File: src/rtl/ecal_pkg.sv
// Package for the epoch seconds to calendar converter.
// Holds the result and status types, the sequencer states and calendar constants.
// No dependencies; ecal_core, the top level and the testbench import it.
package ecal_pkg;

    localparam int unsigned SECONDS_PER_DAY  = 86400;
    localparam int unsigned SECONDS_PER_HOUR = 3600;
    localparam int unsigned SECONDS_PER_MIN  = 60;

    // Quotient widths of the three restoring divisions.
    localparam int unsigned DAY_Q_BITS  = 16;
    localparam int unsigned HOUR_Q_BITS = 5;
    localparam int unsigned MIN_Q_BITS  = 6;

    localparam logic [31:0] DAY_DIV_START  = 32'(SECONDS_PER_DAY)  << (DAY_Q_BITS - 1);
    localparam logic [31:0] HOUR_DIV_START = 32'(SECONDS_PER_HOUR) << (HOUR_Q_BITS - 1);
    localparam logic [31:0] MIN_DIV_START  = 32'(SECONDS_PER_MIN)  << (MIN_Q_BITS - 1);

    localparam logic [11:0] BASE_YEAR       = 12'd1970;
    localparam logic [1:0]  BASE_YEAR_MOD4   = 2'd2;
    localparam logic [6:0]  BASE_YEAR_MOD100 = 7'd70;
    localparam logic [8:0]  BASE_YEAR_MOD400 = 9'd370;

    localparam logic [15:0] DAYS_COMMON_YEAR   = 16'd365;
    localparam logic [15:0] DAYS_LEAP_YEAR     = 16'd366;
    localparam logic [15:0] DAYS_LEAP_FEBRUARY = 16'd29;

    localparam logic [3:0] MONTH_FEBRUARY = 4'd1;
    localparam logic [3:0] MONTH_DECEMBER = 4'd11;

    // 1970-01-01 was a Thursday.
    localparam logic [2:0] EPOCH_WEEKDAY = 3'd4;

    typedef enum logic [2:0] {
        ST_IDLE,
        ST_DAYS,
        ST_YEARS,
        ST_MONTHS,
        ST_HOURS,
        ST_MINUTES,
        ST_DONE
    } t_ecal_state;

    typedef struct packed {
        logic ready;
        logic done;
    } t_ecal_status;

    typedef struct packed {
        logic [11:0] calendar_year;
        logic [3:0]  calendar_month;
        logic [4:0]  day_of_month;
        logic [2:0]  weekday_number;
        logic [4:0]  clock_hour;
        logic [5:0]  clock_minute;
        logic [5:0]  clock_second;
    } t_ecal_result;

    // Month length for a zero-based month index.
    function automatic logic [15:0] month_length(input logic [3:0] mon, input logic leap);
        logic [15:0] len;
        unique case (mon)
            4'd0, 4'd2, 4'd4, 4'd6, 4'd7, 4'd9, 4'd11: len = 16'd31;
            4'd3, 4'd5, 4'd8, 4'd10:                   len = 16'd30;
            4'd1:    len = leap ? DAYS_LEAP_FEBRUARY : 16'd28;
            default: len = 16'd31;
        endcase
        return len;
    endfunction

    // One step of a residue-mod-7 accumulation, most significant bit first.
    function automatic logic [2:0] mod7_step(input logic [2:0] w, input logic b);
        logic [3:0] s;
        s = {w, b};
        return (s >= 4'd7) ? 3'(s - 4'd7) : s[2:0];
    endfunction

endpackage

File: src/rtl/ecal_if.sv
// Channel interfaces of the epoch seconds to calendar converter.
// Depends on nothing; the top level uses one of each.
interface ecal_in_if;
    logic        valid;
    logic        ready;
    logic [31:0] epoch_seconds;

    modport source (output valid, output epoch_seconds, input ready);
    modport sink   (input valid, input epoch_seconds, output ready);
endinterface

interface ecal_out_if;
    logic        valid;
    logic        ready;
    logic [11:0] calendar_year;
    logic [3:0]  calendar_month;
    logic [4:0]  day_of_month;
    logic [2:0]  weekday_number;
    logic [4:0]  clock_hour;
    logic [5:0]  clock_minute;
    logic [5:0]  clock_second;

    modport source (output valid, output calendar_year, output calendar_month,
                    output day_of_month, output weekday_number, output clock_hour,
                    output clock_minute, output clock_second, input ready);
    modport sink   (input valid, input calendar_year, input calendar_month,
                    input day_of_month, input weekday_number, input clock_hour,
                    input clock_minute, input clock_second, output ready);
endinterface

File: src/rtl/ecal_csub.sv
// Shared compare and subtract unit of the converter.
// Pure logic; no package dependencies.
module ecal_csub (
    input  logic [31:0] i_a,
    input  logic [31:0] i_b,
    output logic        o_ge,
    output logic [31:0] o_diff
);

    logic [32:0] w_sub;

    // The borrow out of the subtraction doubles as the compare result.
    assign w_sub  = {1'b0, i_a} - {1'b0, i_b};
    assign o_ge   = ~w_sub[32];
    assign o_diff = w_sub[31:0];

endmodule

File: src/rtl/ecal_core.sv
// Sequencer and working registers of the converter.
// Depends on ecal_pkg and drives the shared ecal_csub unit.
module ecal_core (
    input  logic                  i_clk,
    input  logic                  i_rst_n,
    input  logic                  i_start,
    input  logic [31:0]           i_secs,
    input  logic                  i_take,
    output ecal_pkg::t_ecal_status o_status,
    output ecal_pkg::t_ecal_result o_result
);
    import ecal_pkg::*;

    t_ecal_state r_state, n_state;
    logic [31:0] r_rem, n_rem;
    logic [31:0] r_div, n_div;
    logic [3:0]  r_k, n_k;
    logic [15:0] r_days, n_days;
    logic [2:0]  r_wd, n_wd;
    logic [11:0] r_year, n_year;
    logic [1:0]  r_y4, n_y4;
    logic [6:0]  r_y100, n_y100;
    logic [8:0]  r_y400, n_y400;
    logic [3:0]  r_mon, n_mon;
    logic [4:0]  r_hour, n_hour;
    logic [5:0]  r_minute, n_minute;

    logic        w_leap;
    logic [31:0] w_a, w_b, w_diff;
    logic        w_ge;

    assign w_leap = ((r_y4 == 2'd0) && (r_y100 != 7'd0)) || (r_y400 == 9'd0);

    ecal_csub u_csub (
        .i_a    (w_a),
        .i_b    (w_b),
        .o_ge   (w_ge),
        .o_diff (w_diff)
    );

    // Operand selection for the shared unit.
    always_comb begin
        unique case (r_state)
            ST_YEARS: begin
                w_a = {16'd0, r_days};
                w_b = {16'd0, w_leap ? DAYS_LEAP_YEAR : DAYS_COMMON_YEAR};
            end
            ST_MONTHS: begin
                w_a = {16'd0, r_days};
                w_b = {16'd0, month_length(r_mon, w_leap)};
            end
            default: begin
                w_a = r_rem;
                w_b = r_div;
            end
        endcase
    end

    always_comb begin
        n_state  = r_state;
        n_rem    = r_rem;
        n_div    = r_div;
        n_k      = r_k;
        n_days   = r_days;
        n_wd     = r_wd;
        n_year   = r_year;
        n_y4     = r_y4;
        n_y100   = r_y100;
        n_y400   = r_y400;
        n_mon    = r_mon;
        n_hour   = r_hour;
        n_minute = r_minute;
        unique case (r_state)
            ST_IDLE: begin
                if (i_start) begin
                    n_state = ST_DAYS;
                    n_rem   = i_secs;
                    n_div   = DAY_DIV_START;
                    n_k     = 4'(DAY_Q_BITS - 1);
                    n_days  = 16'd0;
                    n_wd    = 3'd0;
                end
            end
            ST_DAYS: begin
                if (w_ge) begin
                    n_rem = w_diff;
                end
                n_days = {r_days[14:0], w_ge};
                n_wd   = mod7_step(r_wd, w_ge);
                n_div  = r_div >> 1;
                if (r_k == 4'd0) begin
                    n_state = ST_YEARS;
                    n_year  = BASE_YEAR;
                    n_y4    = BASE_YEAR_MOD4;
                    n_y100  = BASE_YEAR_MOD100;
                    n_y400  = BASE_YEAR_MOD400;
                end else begin
                    n_k = r_k - 4'd1;
                end
            end
            ST_YEARS: begin
                if (w_ge) begin
                    n_days = w_diff[15:0];
                    n_year = r_year + 12'd1;
                    n_y4   = r_y4 + 2'd1;
                    n_y100 = (r_y100 == 7'd99)  ? 7'd0 : r_y100 + 7'd1;
                    n_y400 = (r_y400 == 9'd399) ? 9'd0 : r_y400 + 9'd1;
                end else begin
                    n_state = ST_MONTHS;
                    n_mon   = 4'd0;
                end
            end
            ST_MONTHS: begin
                if (w_ge && (r_mon < MONTH_DECEMBER)) begin
                    n_days = w_diff[15:0];
                    n_mon  = r_mon + 4'd1;
                end else begin
                    n_state = ST_HOURS;
                    n_div   = HOUR_DIV_START;
                    n_k     = 4'(HOUR_Q_BITS - 1);
                    n_hour  = 5'd0;
                end
            end
            ST_HOURS: begin
                if (w_ge) begin
                    n_rem = w_diff;
                end
                n_hour = {r_hour[3:0], w_ge};
                n_div  = r_div >> 1;
                if (r_k == 4'd0) begin
                    n_state  = ST_MINUTES;
                    n_div    = MIN_DIV_START;
                    n_k      = 4'(MIN_Q_BITS - 1);
                    n_minute = 6'd0;
                end else begin
                    n_k = r_k - 4'd1;
                end
            end
            ST_MINUTES: begin
                if (w_ge) begin
                    n_rem = w_diff;
                end
                n_minute = {r_minute[4:0], w_ge};
                n_div    = r_div >> 1;
                if (r_k == 4'd0) begin
                    n_state = ST_DONE;
                end else begin
                    n_k = r_k - 4'd1;
                end
            end
            ST_DONE: begin
                if (i_take) begin
                    n_state = ST_IDLE;
                end
            end
            default: n_state = ST_IDLE;
        endcase
    end

    always_ff @(posedge i_clk) begin
        if (!i_rst_n) begin
            r_state <= ST_IDLE;
        end else begin
            r_state <= n_state;
        end
    end

    always_ff @(posedge i_clk) begin
        r_rem    <= n_rem;
        r_div    <= n_div;
        r_k      <= n_k;
        r_days   <= n_days;
        r_wd     <= n_wd;
        r_year   <= n_year;
        r_y4     <= n_y4;
        r_y100   <= n_y100;
        r_y400   <= n_y400;
        r_mon    <= n_mon;
        r_hour   <= n_hour;
        r_minute <= n_minute;
    end

    assign o_status.ready = (r_state == ST_IDLE);
    assign o_status.done  = (r_state == ST_DONE);

    // The day count residue plus the epoch weekday, reduced mod 7.
    assign o_result.calendar_year  = r_year;
    assign o_result.calendar_month = r_mon + 4'd1;
    assign o_result.day_of_month   = r_days[4:0] + 5'd1;
    assign o_result.weekday_number = (r_wd >= 3'd3) ? r_wd - 3'd3 : r_wd + EPOCH_WEEKDAY;
    assign o_result.clock_hour     = r_hour;
    assign o_result.clock_minute   = r_minute;
    assign o_result.clock_second   = r_rem[5:0];

`ifndef SYNTHESIS
    a_start_goes_days: assert property (@(posedge i_clk) disable iff (!i_rst_n)
        (r_state == ST_IDLE && i_start) |=> (r_state == ST_DAYS))
        else $error("start did not enter the day division");
    a_month_bounded: assert property (@(posedge i_clk) disable iff (!i_rst_n)
        (r_state == ST_MONTHS) |-> (r_mon <= MONTH_DECEMBER))
        else $error("month index ran past December");
    a_year_bounded: assert property (@(posedge i_clk) disable iff (!i_rst_n)
        (r_state == ST_MONTHS) |-> (r_year >= BASE_YEAR && r_year <= 12'd2106))
        else $error("year out of range");
    a_done_holds: assert property (@(posedge i_clk) disable iff (!i_rst_n)
        (r_state == ST_DONE && !i_take) |=> (r_state == ST_DONE && $stable(o_result)))
        else $error("finished result changed before it was taken");
`endif

endmodule

File: src/rtl/epoch_seconds_to_calendar_unit.sv
// Top level of the epoch seconds to calendar converter.
// Depends on ecal_pkg, ecal_if and ecal_core (which uses ecal_csub).
//
//   channel  direction  payload
//   i_req    in         epoch_seconds[31:0]
//   o_res    out        year, month, day, weekday, hour, minute, second
//
// One request runs in order: 16 restoring steps for whole days,
// one step per year walked plus one, one per month walked plus one,
// 5 and 6 steps for hour and minute, and the done state that hands the result over.
// All steps share a single 32-bit compare and subtract unit.
// Reset is synchronous and active low; it returns the sequencer to idle and
// empties the output register. A result waiting on a stalled o_res does not
// block the next request; only the following one waits until it drains.
module epoch_seconds_to_calendar_unit (
    input  logic        i_clk,
    input  logic        i_rst_n,
    ecal_in_if.sink     i_req,
    ecal_out_if.source  o_res
);
    import ecal_pkg::*;

    t_ecal_status w_status;
    t_ecal_result w_result;
    logic         w_start;
    logic         w_take;

    logic         r_out_valid, n_out_valid;
    t_ecal_result r_out;

    // A request is taken only while the sequencer is idle.
    assign i_req.ready = w_status.ready;
    assign w_start     = i_req.valid && w_status.ready;

    // The finished result moves to the output register whenever that register
    // is empty or is being emptied in the same cycle.
    assign w_take = w_status.done && (!r_out_valid || o_res.ready);

    ecal_core u_core (
        .i_clk    (i_clk),
        .i_rst_n  (i_rst_n),
        .i_start  (w_start),
        .i_secs   (i_req.epoch_seconds),
        .i_take   (w_take),
        .o_status (w_status),
        .o_result (w_result)
    );

    always_comb begin
        n_out_valid = r_out_valid;
        if (w_take) begin
            n_out_valid = 1'b1;
        end else if (o_res.ready) begin
            n_out_valid = 1'b0;
        end
    end

    always_ff @(posedge i_clk) begin
        if (!i_rst_n) begin
            r_out_valid <= 1'b0;
        end else begin
            r_out_valid <= n_out_valid;
        end
    end

    // The payload register needs no reset; it is qualified by r_out_valid.
    always_ff @(posedge i_clk) begin
        if (w_take) begin
            r_out <= w_result;
        end
    end

    assign o_res.valid          = r_out_valid;
    assign o_res.calendar_year  = r_out.calendar_year;
    assign o_res.calendar_month = r_out.calendar_month;
    assign o_res.day_of_month   = r_out.day_of_month;
    assign o_res.weekday_number = r_out.weekday_number;
    assign o_res.clock_hour     = r_out.clock_hour;
    assign o_res.clock_minute   = r_out.clock_minute;
    assign o_res.clock_second   = r_out.clock_second;

endmodule

File: src/flat_wrapper.sv
// flat-port wrapper written by rule: the top's interface ports become plain ports
module epoch_seconds_to_calendar_unit_flat import ecal_pkg::*;
  (i_clk, i_rst_n, i_req_valid, i_req_epoch_seconds, i_req_ready, o_res_valid, o_res_calendar_year, o_res_calendar_month, o_res_day_of_month, o_res_weekday_number, o_res_clock_hour, o_res_clock_minute, o_res_clock_second, o_res_ready);
  ecal_in_if i_req_i ();
  ecal_out_if o_res_i ();
  input  logic i_clk;
  input  logic i_rst_n;
  input wire logic [$bits(i_req_i.valid)-1:0] i_req_valid;
  input wire logic [$bits(i_req_i.epoch_seconds)-1:0] i_req_epoch_seconds;
  output wire logic [$bits(i_req_i.ready)-1:0] i_req_ready;
  output wire logic [$bits(o_res_i.valid)-1:0] o_res_valid;
  output wire logic [$bits(o_res_i.calendar_year)-1:0] o_res_calendar_year;
  output wire logic [$bits(o_res_i.calendar_month)-1:0] o_res_calendar_month;
  output wire logic [$bits(o_res_i.day_of_month)-1:0] o_res_day_of_month;
  output wire logic [$bits(o_res_i.weekday_number)-1:0] o_res_weekday_number;
  output wire logic [$bits(o_res_i.clock_hour)-1:0] o_res_clock_hour;
  output wire logic [$bits(o_res_i.clock_minute)-1:0] o_res_clock_minute;
  output wire logic [$bits(o_res_i.clock_second)-1:0] o_res_clock_second;
  input wire logic [$bits(o_res_i.ready)-1:0] o_res_ready;
  assign i_req_i.valid = i_req_valid;
  assign i_req_i.epoch_seconds = i_req_epoch_seconds;
  assign i_req_ready = i_req_i.ready;
  assign o_res_valid = o_res_i.valid;
  assign o_res_calendar_year = o_res_i.calendar_year;
  assign o_res_calendar_month = o_res_i.calendar_month;
  assign o_res_day_of_month = o_res_i.day_of_month;
  assign o_res_weekday_number = o_res_i.weekday_number;
  assign o_res_clock_hour = o_res_i.clock_hour;
  assign o_res_clock_minute = o_res_i.clock_minute;
  assign o_res_clock_second = o_res_i.clock_second;
  assign o_res_i.ready = o_res_ready;
  epoch_seconds_to_calendar_unit u_core (.i_clk(i_clk), .i_rst_n(i_rst_n), .i_req(i_req_i), .o_res(o_res_i));
endmodule
File: config.mk
export PLATFORM = sky130hd
export DESIGN_NAME = epoch_seconds_to_calendar_unit_flat
export DESIGN_NICKNAME = d
export VERILOG_FILES = /design/src/rtl/ecal_pkg.sv /design/src/rtl/ecal_if.sv /design/src/rtl/ecal_csub.sv /design/src/rtl/ecal_core.sv /design/src/rtl/epoch_seconds_to_calendar_unit.sv /design/src/flat_wrapper.sv
export SDC_FILE = /design/constraint.sdc
export NUM_CORES = 1
export LEC_CHECK = 0
export BUFFER_PORTS_ARGS = -buffer_cell sky130_fd_sc_hd__clkbuf_2
export CAP_MARGIN = 10
export CORE_MARGIN = 2
export CORE_UTILIZATION = 60
export DETAILED_ROUTE_END_ITERATION = 7
export GPL_ROUTABILITY_DRIVEN = 1
export PLACE_DENSITY = 0.8
export RECOVER_POWER = 25
export SYNTH_ARGS = -nofsm -noshare
export SYNTH_HDL_FRONTEND = slang
export SYNTH_HIERARCHICAL = 1
export SYNTH_SLANG_ARGS = --single-unit
export TNS_END_PERCENT = 10
File: constraint.sdc
create_clock -name i_clk -period 7.5 [get_ports i_clk]
set_clock_uncertainty 0.1 [all_clocks]
set_input_delay 1.5 -clock i_clk [delete_from_list [all_inputs] [get_ports i_clk]]
set_output_delay 1.5 -clock i_clk [all_outputs]
set_load 0.01 [all_outputs]
---- Word level (Yosys, flattened, before mapping) ----
Index checks and enable logic that the tools add are counted.
operators by class
  magnitude comparators ................... 3
  mux-type cells .......................... 56
  equality and inequality tests ........... 24
  reduce and logical (&&, ||, !) cells .... 35
  $add $sub $neg .......................... 11
  bitwise operators ....................... 1
operators with widths
  kind                   count
  $mux 32                5
  $pmux 32 s2            2
  $pmux 32 s4            1
  $pmux 16 s4            1
  $mux 16                3
  $sub 32x32->33         1
  $mux 31                1
  $mux 3                 10
  $mux 9                 3
  $mux 12                2
  $mux 4                 6
  $pmux 12 s2            1
  $mux 7                 3
  $pmux 3 s7             1
  $ne 2x2->1 const B     9
  $pmux 9 s2             1
  $pmux 4 s4             1
  $pmux 7 s2             1
  $reduce_bool 2->1      7
  $add 12x1->12 const B  1
  $pmux 6 s2             1
  $reduce_and 3->1       4
  $pmux 5 s2             1
  $add 9x1->9 const B    1
  other kinds (44)       63
word-level totals
  bits of input ports ..................... 36
  word-level logic and storage cells ...... 151
  output and inout port bits .............. 43
  register bits ........................... 177

---- Logic depth before layout (Yosys ltp) ----
Gate-level depths: netlist (run 1).
  depth after elaboration ................. 11
  gate-level depth with buffers ........... 18
  gate-level depth less buffers ........... 18

---- Hierarchy ----
Netlist (run 1), hierarchy kept.
modules (own cells, without submodules)
  module                          sequential area each (um2)  cells each  times used  area each (um2)
  ecal_core                       4023.9                      659         1           6872.8
  ecal_csub                       0.0                         306         1           1979.4
  epoch_seconds_to_calendar_unit  1251.2                      46          1           1285.0

---- Worst setup path after synthesis (run 1) ----
OpenSTA, ideal clock, no wires.
  path kind ............................... reg-to-reg
  from .................................... reg u_core.u_core.r_y400[4]
  to ...................................... reg u_core.u_core.r_div[0], enable pin
  slack ................................... 1.555 ns
  arrival time ............................ 5.384 ns
  stages on the path, launching flop included .. 16
  period minus slack after synthesis ...... 5.945 ns
  path buffers ............................ 0
  data required time ...................... 6.939 ns
  library setup time ...................... 0.461 ns
  cells stage by stage .................... edfxtp_1 -> nor3_1 -> and3_1 -> o21ai_0 -> a311oi_1 -> ha_1 -> fa_1 -> nor2b_1 -> o2111ai_1 -> nand2_1 -> a221oi_1 -> o21ai_1 -> a31o_1 -> and2_1 -> o21a_1 -> nor3_1
on the way
  cells in the longest elaborated chain, start to end .. 10
  elaborated cells on any way between the ends .. 11
  classes of those cells .................. add/sub (1); eq/ne (1); mux (4); bitwise (1); reduce/logical (4)
RTL lines
  what                                   line              source
  start: declaration                     ecal_core.sv:23   logic [8:0] r_y400, n_y400;
  start signal: assignment               ecal_core.sv:177  r_y400 <= n_y400;
  $logic_not 9->1 (*)                    ecal_core.sv:32   assign w_leap = ((r_y4 == 2'd0) && (r_y100 != 7'd0)) || (r_y400 == 9'd0);
  $logic_or 1x1->1 (*)                   ecal_core.sv:32
  $mux 1                                 ecal_pkg.sv:65    4'd1: len = leap ? DAYS_LEAP_FEBRUARY : 16'd28;
  $pmux 2 s2                             ecal_pkg.sv:62    unique case (mon)
  $pmux 32 s2 (*)                        ecal_core.sv:43   unique case (r_state)
  named net u_core.u_core.w_b[0]         ecal_core.sv:29   logic [31:0] w_a, w_b, w_diff;
  $sub 32x32->33 (*)                     ecal_csub.sv:13   assign w_sub = {1'b0, i_a} - {1'b0, i_b};
  $not 1->1 (*)                          ecal_csub.sv:14   assign o_ge = ~w_sub[32];
  named net u_core.u_core.w_ge           ecal_core.sv:30   logic w_ge;
  $logic_and 1x1->1 (*)                  ecal_core.sv:114  if (w_ge && (r_mon < MONTH_DECEMBER)) begin
  $ne 2x2->1 (no source line) (*)        n/a
  $reduce_and 3->1 (no source line) (*)  n/a
  end signal: assignment                 ecal_core.sv:170  r_div <= n_div;
  end: declaration                       ecal_core.sv:16   logic [31:0] r_div, n_div;
The timed path passes the listed nets; every way through them passes the cells marked *.
A chain may end at the register's enable or synchronous reset.

---- Final worst setup path (run 1) ----
  from .................................... reg u_core.u_core.r_state[1]
  to ...................................... reg u_core.u_core.r_k[3], enable pin
on the way
  elaborated cells on any way between the ends .. 19
  classes of those cells .................. add/sub (1); eq/ne (8); mux (2); bitwise (1); reduce/logical (7)
RTL lines
  what                                   line              source
  start: declaration                     ecal_core.sv:14   t_ecal_state r_state, n_state;
  start signal: assignment               ecal_core.sv:164  r_state <= n_state;
  $eq 3x2->1                             ecal_core.sv:43
  $pmux 32 s2 (*)                        ecal_core.sv:43
  named net u_core.u_core.w_b[4]         ecal_core.sv:29
  $sub 32x32->33 (*)                     ecal_csub.sv:13
  $not 1->1 (*)                          ecal_csub.sv:14
  named net u_core.u_core.w_ge           ecal_core.sv:30
  $logic_and 1x1->1 (*)                  ecal_core.sv:114
  $ne 2x2->1 (no source line) (*)        n/a
  $reduce_and 4->1 (no source line) (*)  n/a
  end signal: assignment                 ecal_core.sv:171  r_k <= n_k;
  end: declaration                       ecal_core.sv:17   logic [3:0] r_k, n_k;
Marked as above.

==> metrics.md, run 1 <==
| Metric | Value |
|---|---|
| Slew Viols, Final | 69 |
| Post-synth top area share | 0.512 |
| Crit. End Element | flop |
| FP Rows | 47 |
| Status | finished, violations left |
| Area added between synthesis and finish | 11.0% |
| Initial DRC count | 786 |
| Proportion of layout cells with a drive suffix above 1 | 0.122 |
| DP HPWL | 14600 µm |
| Sequential fraction of the synthesis area | 0.520 |
| Vias/cell | 5.82 |
| Worst r2r src | u_core/u_core/r_state[1]$_SDFFE_PN0P_ |
| Diodes inserted | 0 |
| Synthesized area | 0.0101 mm² |
| DR vias | 7607 |
| Clock latency reported for the late side of the worst-skew pair | 430 ps |
| Initial antenna violation count | 0 |
| Syn Inst Count | 1011 |
| EDFF count, synth | 173 |
| Largest net degree at the start of global routing | 44 |
| Failing checks | capacitance limit, slew limit |
| Setup slack, reg-to-reg | 1380 ps |
| Final critical-path share of the clock period | 0.816 |
| Slew margin rel. | -0.0405 |
| Setup TNS | 0 ps |
| Worst-Margin Slew | 1560 ps |
| DRT Pass-1 Iters | 6 |
| Minimum clock period | 6120 ps |
| GP Congestion | 0.966 |
| CTS buffer count | 17 |
| Total Routing Usage GR | 0.245 |
| Clock transition at the registers of the reported paths | 70 ps |
| Hold_buf cts | 0 |
| # DRC | 0 |
| Core area | 0.0165 mm² |
| Cell taking the most area after synthesis | edfxtp_1 |
| CTS tree | yes |
| Synthesized net count | 1095 |
| Global-route wire length before repair | 34700 µm |
| Worst Path Max Fanout | 24 |
| Nets | 1157 |
| # resized after CTS | 0 |
| R2R depth | 15 |
| Setup bufs post-CTS | 0 |
| Vias in the first global route | 7090 |
| Hold Fails Final Rpt | 0 |
| Critical path type | flop to flop |
| Hold WC Path Type | flop to flop |
| Max cap viols | 2 |
| Async SR Flop Fraction | 0 |
| Worst Setup Start Kind | flop |
| GR Overflow Total | 0 |
| WP data required | 7460 ps |
| Worst Hold Depth | 0 |
| Post-route ant nets | 0 |
| Port Buffers | 78 |
| Dominant synthesized flop cell | edfxtp_1 |
| I/O pins | 79 |
| Synth Register Bits | 177 |
| Chip Width | 134 µm |
| RSZ-0062 raised after global routing | no |
| Top cells by area, synth | edfxtp_1, nand2_1, ha_1, and2_1, nor2_1 |
| Synth Warn # | 6 |
| Max Freq | 163 MHz |
| Die Y | 134 µm |
| Crit Reg-Reg Endpoint | u_core/u_core/r_k[3]$_DFFE_PP_ |
| Setup crit end | u_core/u_core/r_k[3]$_DFFE_PP_ |
| Top post-synthesis cells by count | nand2_1, edfxtp_1, and2_1, nor2_1, inv_1 |
| WP data arrival | 6080 ps |
| # H-tree levels | 4 |
| Wire per inst | 16.3 µm |
| Initial Utilization | 0.613 |
| Synth unique cells | 69 |
| WL final | 21300 µm |
| Setup violations, final | 0 |
| Mean Syn Cell Area | 10.0 µm² |
| Die area | 0.0180 mm² |
| Root Driver | clkbuf_16 |
| Setup crit start | u_core/u_core/r_state[1]$_SDFFE_PN0P_ |
| CTS sink cnt | 177 |
| Clk buf depth | 2 |
| Most common cell in the netlist | nand2_1 |
[state kept, by name, indices dropped and copies added, names as in the netlist, 3 cells and up]
signal,cells
u_core/o_res.calendar_month,4
u_core/o_res.calendar_year,12
u_core/o_res.clock_hour,5
u_core/o_res.clock_minute,6
u_core/o_res.clock_second,6
u_core/o_res.day_of_month,5
u_core/o_res.weekday_number,3
u_core/u_core/r_days,16
u_core/u_core/r_div,32
u_core/u_core/r_hour,5
u_core/u_core/r_k,4
u_core/u_core/r_minute,6
u_core/u_core/r_mon,4
u_core/u_core/r_rem,32
u_core/u_core/r_state,3
u_core/u_core/r_wd,3
u_core/u_core/r_y100,7
u_core/u_core/r_y400,9
u_core/u_core/r_year,12
[worst min path at each step]
stage,startpoint,to,slack [ps]
2_1_floorplan,u_core/u_core/r_hour[4]$_SDFFCE_PN0P_,u_core/o_res.clock_hour[4]$_DFFE_PP_,300
3_3_place_gp,u_core/u_core/r_hour[4]$_SDFFCE_PN0P_,u_core/o_res.clock_hour[4]$_DFFE_PP_,310
3_5_place_dp,u_core/u_core/r_minute[5]$_SDFFCE_PN0P_,u_core/o_res.clock_minute[5]$_DFFE_PP_,300
4_1_cts,u_core/u_core/r_hour[4]$_SDFFCE_PN0P_,u_core/o_res.clock_hour[4]$_DFFE_PP_,330
5_1_grt,u_core/u_core/r_hour[4]$_SDFFCE_PN0P_,u_core/o_res.clock_hour[4]$_DFFE_PP_,340
6_report,u_core/u_core/r_hour[4]$_SDFFCE_PN0P_,u_core/o_res.clock_hour[4]$_DFFE_PP_,330
[cell type report]
cell class | count | area, µm²
fill | 1291 | 5270
clock inverter | 13 | 151
clock buffer | 19 | 433
inverter | 59 | 221
timing repair buffer | 87 | 454
sequential | 177 | 5280
multi-input combinational | 731 | 4450
tap | 220 | 275
[layer usage]
| metal | global-route usage | part of all wire | vias to the layer above |
|---|---|---|---|
| met4 | 0.0845 | 0.021 | 0 |
| met3 | 0.0401 | 0.063 | 35 |
| li1 | - | - | 3697 |
| met5 | 0 | 0 | - |
| met1 | 0.347 | 0.45 | 3593 |
| met2 | 0.388 | 0.46 | 282 |
[cell families after synthesis]
family / Yosys count / share of synthesized area
adders and majority gates: 48 / 0.0600
muxes: 3 / 0.00296
xor gates and xnor gates: 45 / 0.0389
AOI/OAI and AO/OA: 175 / 0.120
and+or+nand+nor: 460 / 0.215
DFF: 177 / 0.520
buffers and inverters: 103 / 0.0427
[critical path: stages (launching register included)]
cell and delay [ps]:
dfxtp_1 670, nand2b_1 610, nor2_1 300, clkbuf_1 660
nor2_1 110, inv_1 80, ha_1 260, a21o_1 220
a21oi_1 210, nand2_1 140, a221oi_1 600, o21ai_1 220
a31o_1 420, and2_1 230, o21a_1 200, nor4b_1 710
[per-stage QoR]
step                      instance area (µm²)  setup slack [ps]  utilization  cells  hold WS (ps)
after floorplan                         10100              1550            -   1011           300
after global placement                  10700              2070        0.647   1274           314
after detailed placement                10700              1820        0.647   1274           305
after CTS                               11300              1790        0.682   1306           333
after global routing                    11300               881        0.681   1306           340
final                                   11300              1380        0.681   1306           330
[cells in the final DEF (no fill, tap or decap), types with 10 or more instances in the layout]
| master | instances |
|---|---|
| nand2_1 | 204 |
| edfxtp_1 | 173 |
| clkbuf_2 | 78 |
| nor2_1 | 64 |
| and2_1 | 62 |
| inv_1 | 58 |
| ha_1 | 47 |
| a21oi_1 | 42 |
| xnor2_1 | 26 |
| a21o_1 | 24 |
| nand3_1 | 24 |
| o21ai_0 | 23 |
| xor2_1 | 19 |
| nor3_1 | 19 |
| clkbuf_16 | 17 |
| a22o_1 | 15 |
| and3_1 | 13 |
| nand4_1 | 13 |
| or3_1 | 12 |
| nand2b_1 | 11 |
| and2_0 | 10 |
| o21a_1 | 10 |
Power of run 1 is left out: the tool's default activity adds up to more than one toggle a clock period on the data nets, which glitch-free logic cannot reach.
==> inputs of run 2 (changes only) <==
Settings changed: CORE_UTILIZATION 60 to 55, PLACE_DENSITY 0.8 to 0.77.
Clock period 7.5 ns to 5.6 ns, I/O delays scaled along.
==> run 2 against run 1 <==
  * The flow still finishes with violations (capacitance limit, slew limit)
  * Sequential share of layout area fell by 0.45 points
  * Cell area up 0.97%
  * Register-to-register slack worse by 470 ps
  * Clock-buffer cell count shrank 2
  * Die area grew 8.8%
  * Final cell count grew 1.4%
  * Global-route usage fell by 1.9 points
  * Non-clock buffer count increased by 9
  * Worst hold slack got worse by 4.8 ps
  * Wire length grew 2.4%
  * Critical path type unchanged
  * Largest cell class unchanged
  * Highest routed layer unchanged
==> metrics.md, run 2 (synthesis results as in run 1) <==
| Metric | Value |
|---|---|
| Worst Setup Start Kind | flop |
| Clock latency reported for the late side of the worst-skew pair | 440 ps |
| # resized after CTS | 0 |
| Port Buffers | 78 |
| Critical path type | flop to flop |
| Initial antenna violation count | 0 |
| Max Freq | 213 MHz |
| Most frequent cells in the layout | nand2_1, edfxtp_1, clkbuf_2, and2_1, nor2_1 |
| Initial Utilization | 0.562 |
| GR Overflow Total | 0 |
| Crit. End Element | flop |
| Minimum clock period | 4700 ps |
| WP data required | 5570 ps |
| RSZ-0062 raised after global routing | no |
| Most Crowded Layer GR | met2 |
| Global routing usage on met3 | 0.0385 |
| Total Routing Usage GR | 0.226 |
| WP data arrival | 4660 ps |
| Clock transition at the registers of the reported paths | 70 ps |
| Dpl ws | 975 ps |
| Setup WS post-layout | 904 ps |
| Wire per inst | 16.4 µm |
| Slew Viols, Final | 40 |
| Met1 Track Usage GR | 0.319 |
| Diodes inserted | 0 |
| WL final | 21800 µm |
| Vias/cell | 5.76 |
| I/O pins | 79 |
| Die Y | 140 µm |
| # H-tree levels | 4 |
| Core area | 0.0180 mm² |
| Initial DRC count | 711 |
| Setup TNS | 0 ps |
| Proportion of layout cells with a drive suffix above 1 | 0.129 |
| Global-route wire length before repair | 35700 µm |
| # DRC | 0 |
| CTS tree | yes |
| Die area | 0.0195 mm² |
| Largest regs | u_core/u_core/r_div: 32 flops, u_core/u_core/r_rem: 32 flops, u_core/u_core/r_days: 16 flops |
| Finished Layout Cells | 1324 |
| Post-DP Area | 0.0108 mm² |
| Root Driver | clkbuf_16 |
| Final critical-path share of the clock period | 0.839 |
| Setup violations, final | 0 |
| CTS sink cnt | 177 |
| Status | finished, violations left |
| Worst Path Max Fanout | 7 |
| Worst-Margin Slew | 1520 ps |
| Vias in the first global route | 7328 |
| Post-route ant nets | 0 |
| Global routing met2 resource utilization | 0.357 |
| Chip Width | 140 µm |
| Hold_buf cts | 0 |
| Slew margin rel. | -0.0149 |
| CTS buffer count | 17 |
| Failing checks | capacitance limit, slew limit |
| Area added between synthesis and finish | 12.1% |
| Hold WC Path Type | flop to flop |
| DP HPWL | 15000 µm |
| FP Rows | 49 |
| Fillcell total | 1493 |
| Max cap viols | 1 |
| DRT Pass-1 Iters | 5 |
| Clk buf depth | 2 |
| Nets | 1166 |
| Largest net degree at the start of global routing | 43 |
| Inst Count DP | 1292 |
| Commonest non-fill, non-tap cell in the layout | nand2_1 |
| GP Congestion | 0.924 |
| DR vias | 7622 |
| Post-route design area | 0.0114 mm² |
| Hold Fails Final Rpt | 0 |
| Setup bufs post-CTS | 0 |
-- run 2: critical path, cell delays in order, from the launching register on --
cell	delay [ps]
edfxtp_1	480
nor3_1	330
and3_1	260
o21ai_0	110
a311oi_1	290
ha_1	230
fa_1	210
nor2b_1	70
o2111ai_1	230
nand2_1	150
a221oi_1	290
buf_4	180
o21ai_1	100
a31o_1	270
and2_1	170
o21a_1	210
nor4b_1	640
-- run 2: final cells by class --
class / count / area [µm²] / area share
clock buffer: 17 / 425 / 0.0374
timing repair buffer: 96 / 510 / 0.0449
inverter: 59 / 221 / 0.0195
multi-input combinational: 731 / 4460 / 0.392
clock inverter: 15 / 185 / 0.0163
sequential: 177 / 5280 / 0.464
tap: 229 / 287 / 0.0252
-- run 2: metrics by stage --
step | hold WS (ps) | utilization
2_1_floorplan | 300 | -
3_3_place_gp | 303 | 0.598
3_5_place_dp | 317 | 0.598
4_1_cts | 327 | 0.632
5_1_grt | 343 | 0.631
6_report | 325 | 0.631
-- run 2: metal layers --
metal	share of wire	vias up	wire length, µm
li1	-	3721	-
met1	0.46	3593	10100
met2	0.46	280	10000
met3	0.063	28	1370
met4	0.015	0	325
met5	0	-	0
-- run 2: worst paths after layout --
kind / start / endpoint / slack, ps / cells past startpoint
worst max-delay path: u_core/u_core/r_y400[4]$_SDFFCE_PN1P_ / u_core/u_core/r_k[0]$_DFFE_PP_ / 900 / 16
worst min-delay path: u_core/u_core/r_minute[5]$_SDFFCE_PN0P_ / u_core/o_res.clock_minute[5]$_DFFE_PP_ / 320 / 0
worst max register to register: u_core/u_core/r_y400[4]$_SDFFCE_PN1P_ / u_core/u_core/r_k[0]$_DFFE_PP_ / 900 / 16
worst min register to register: u_core/u_core/r_minute[5]$_SDFFCE_PN0P_ / u_core/o_res.clock_minute[5]$_DFFE_PP_ / 320 / 0
Power of run 2 is left out for the same reason.
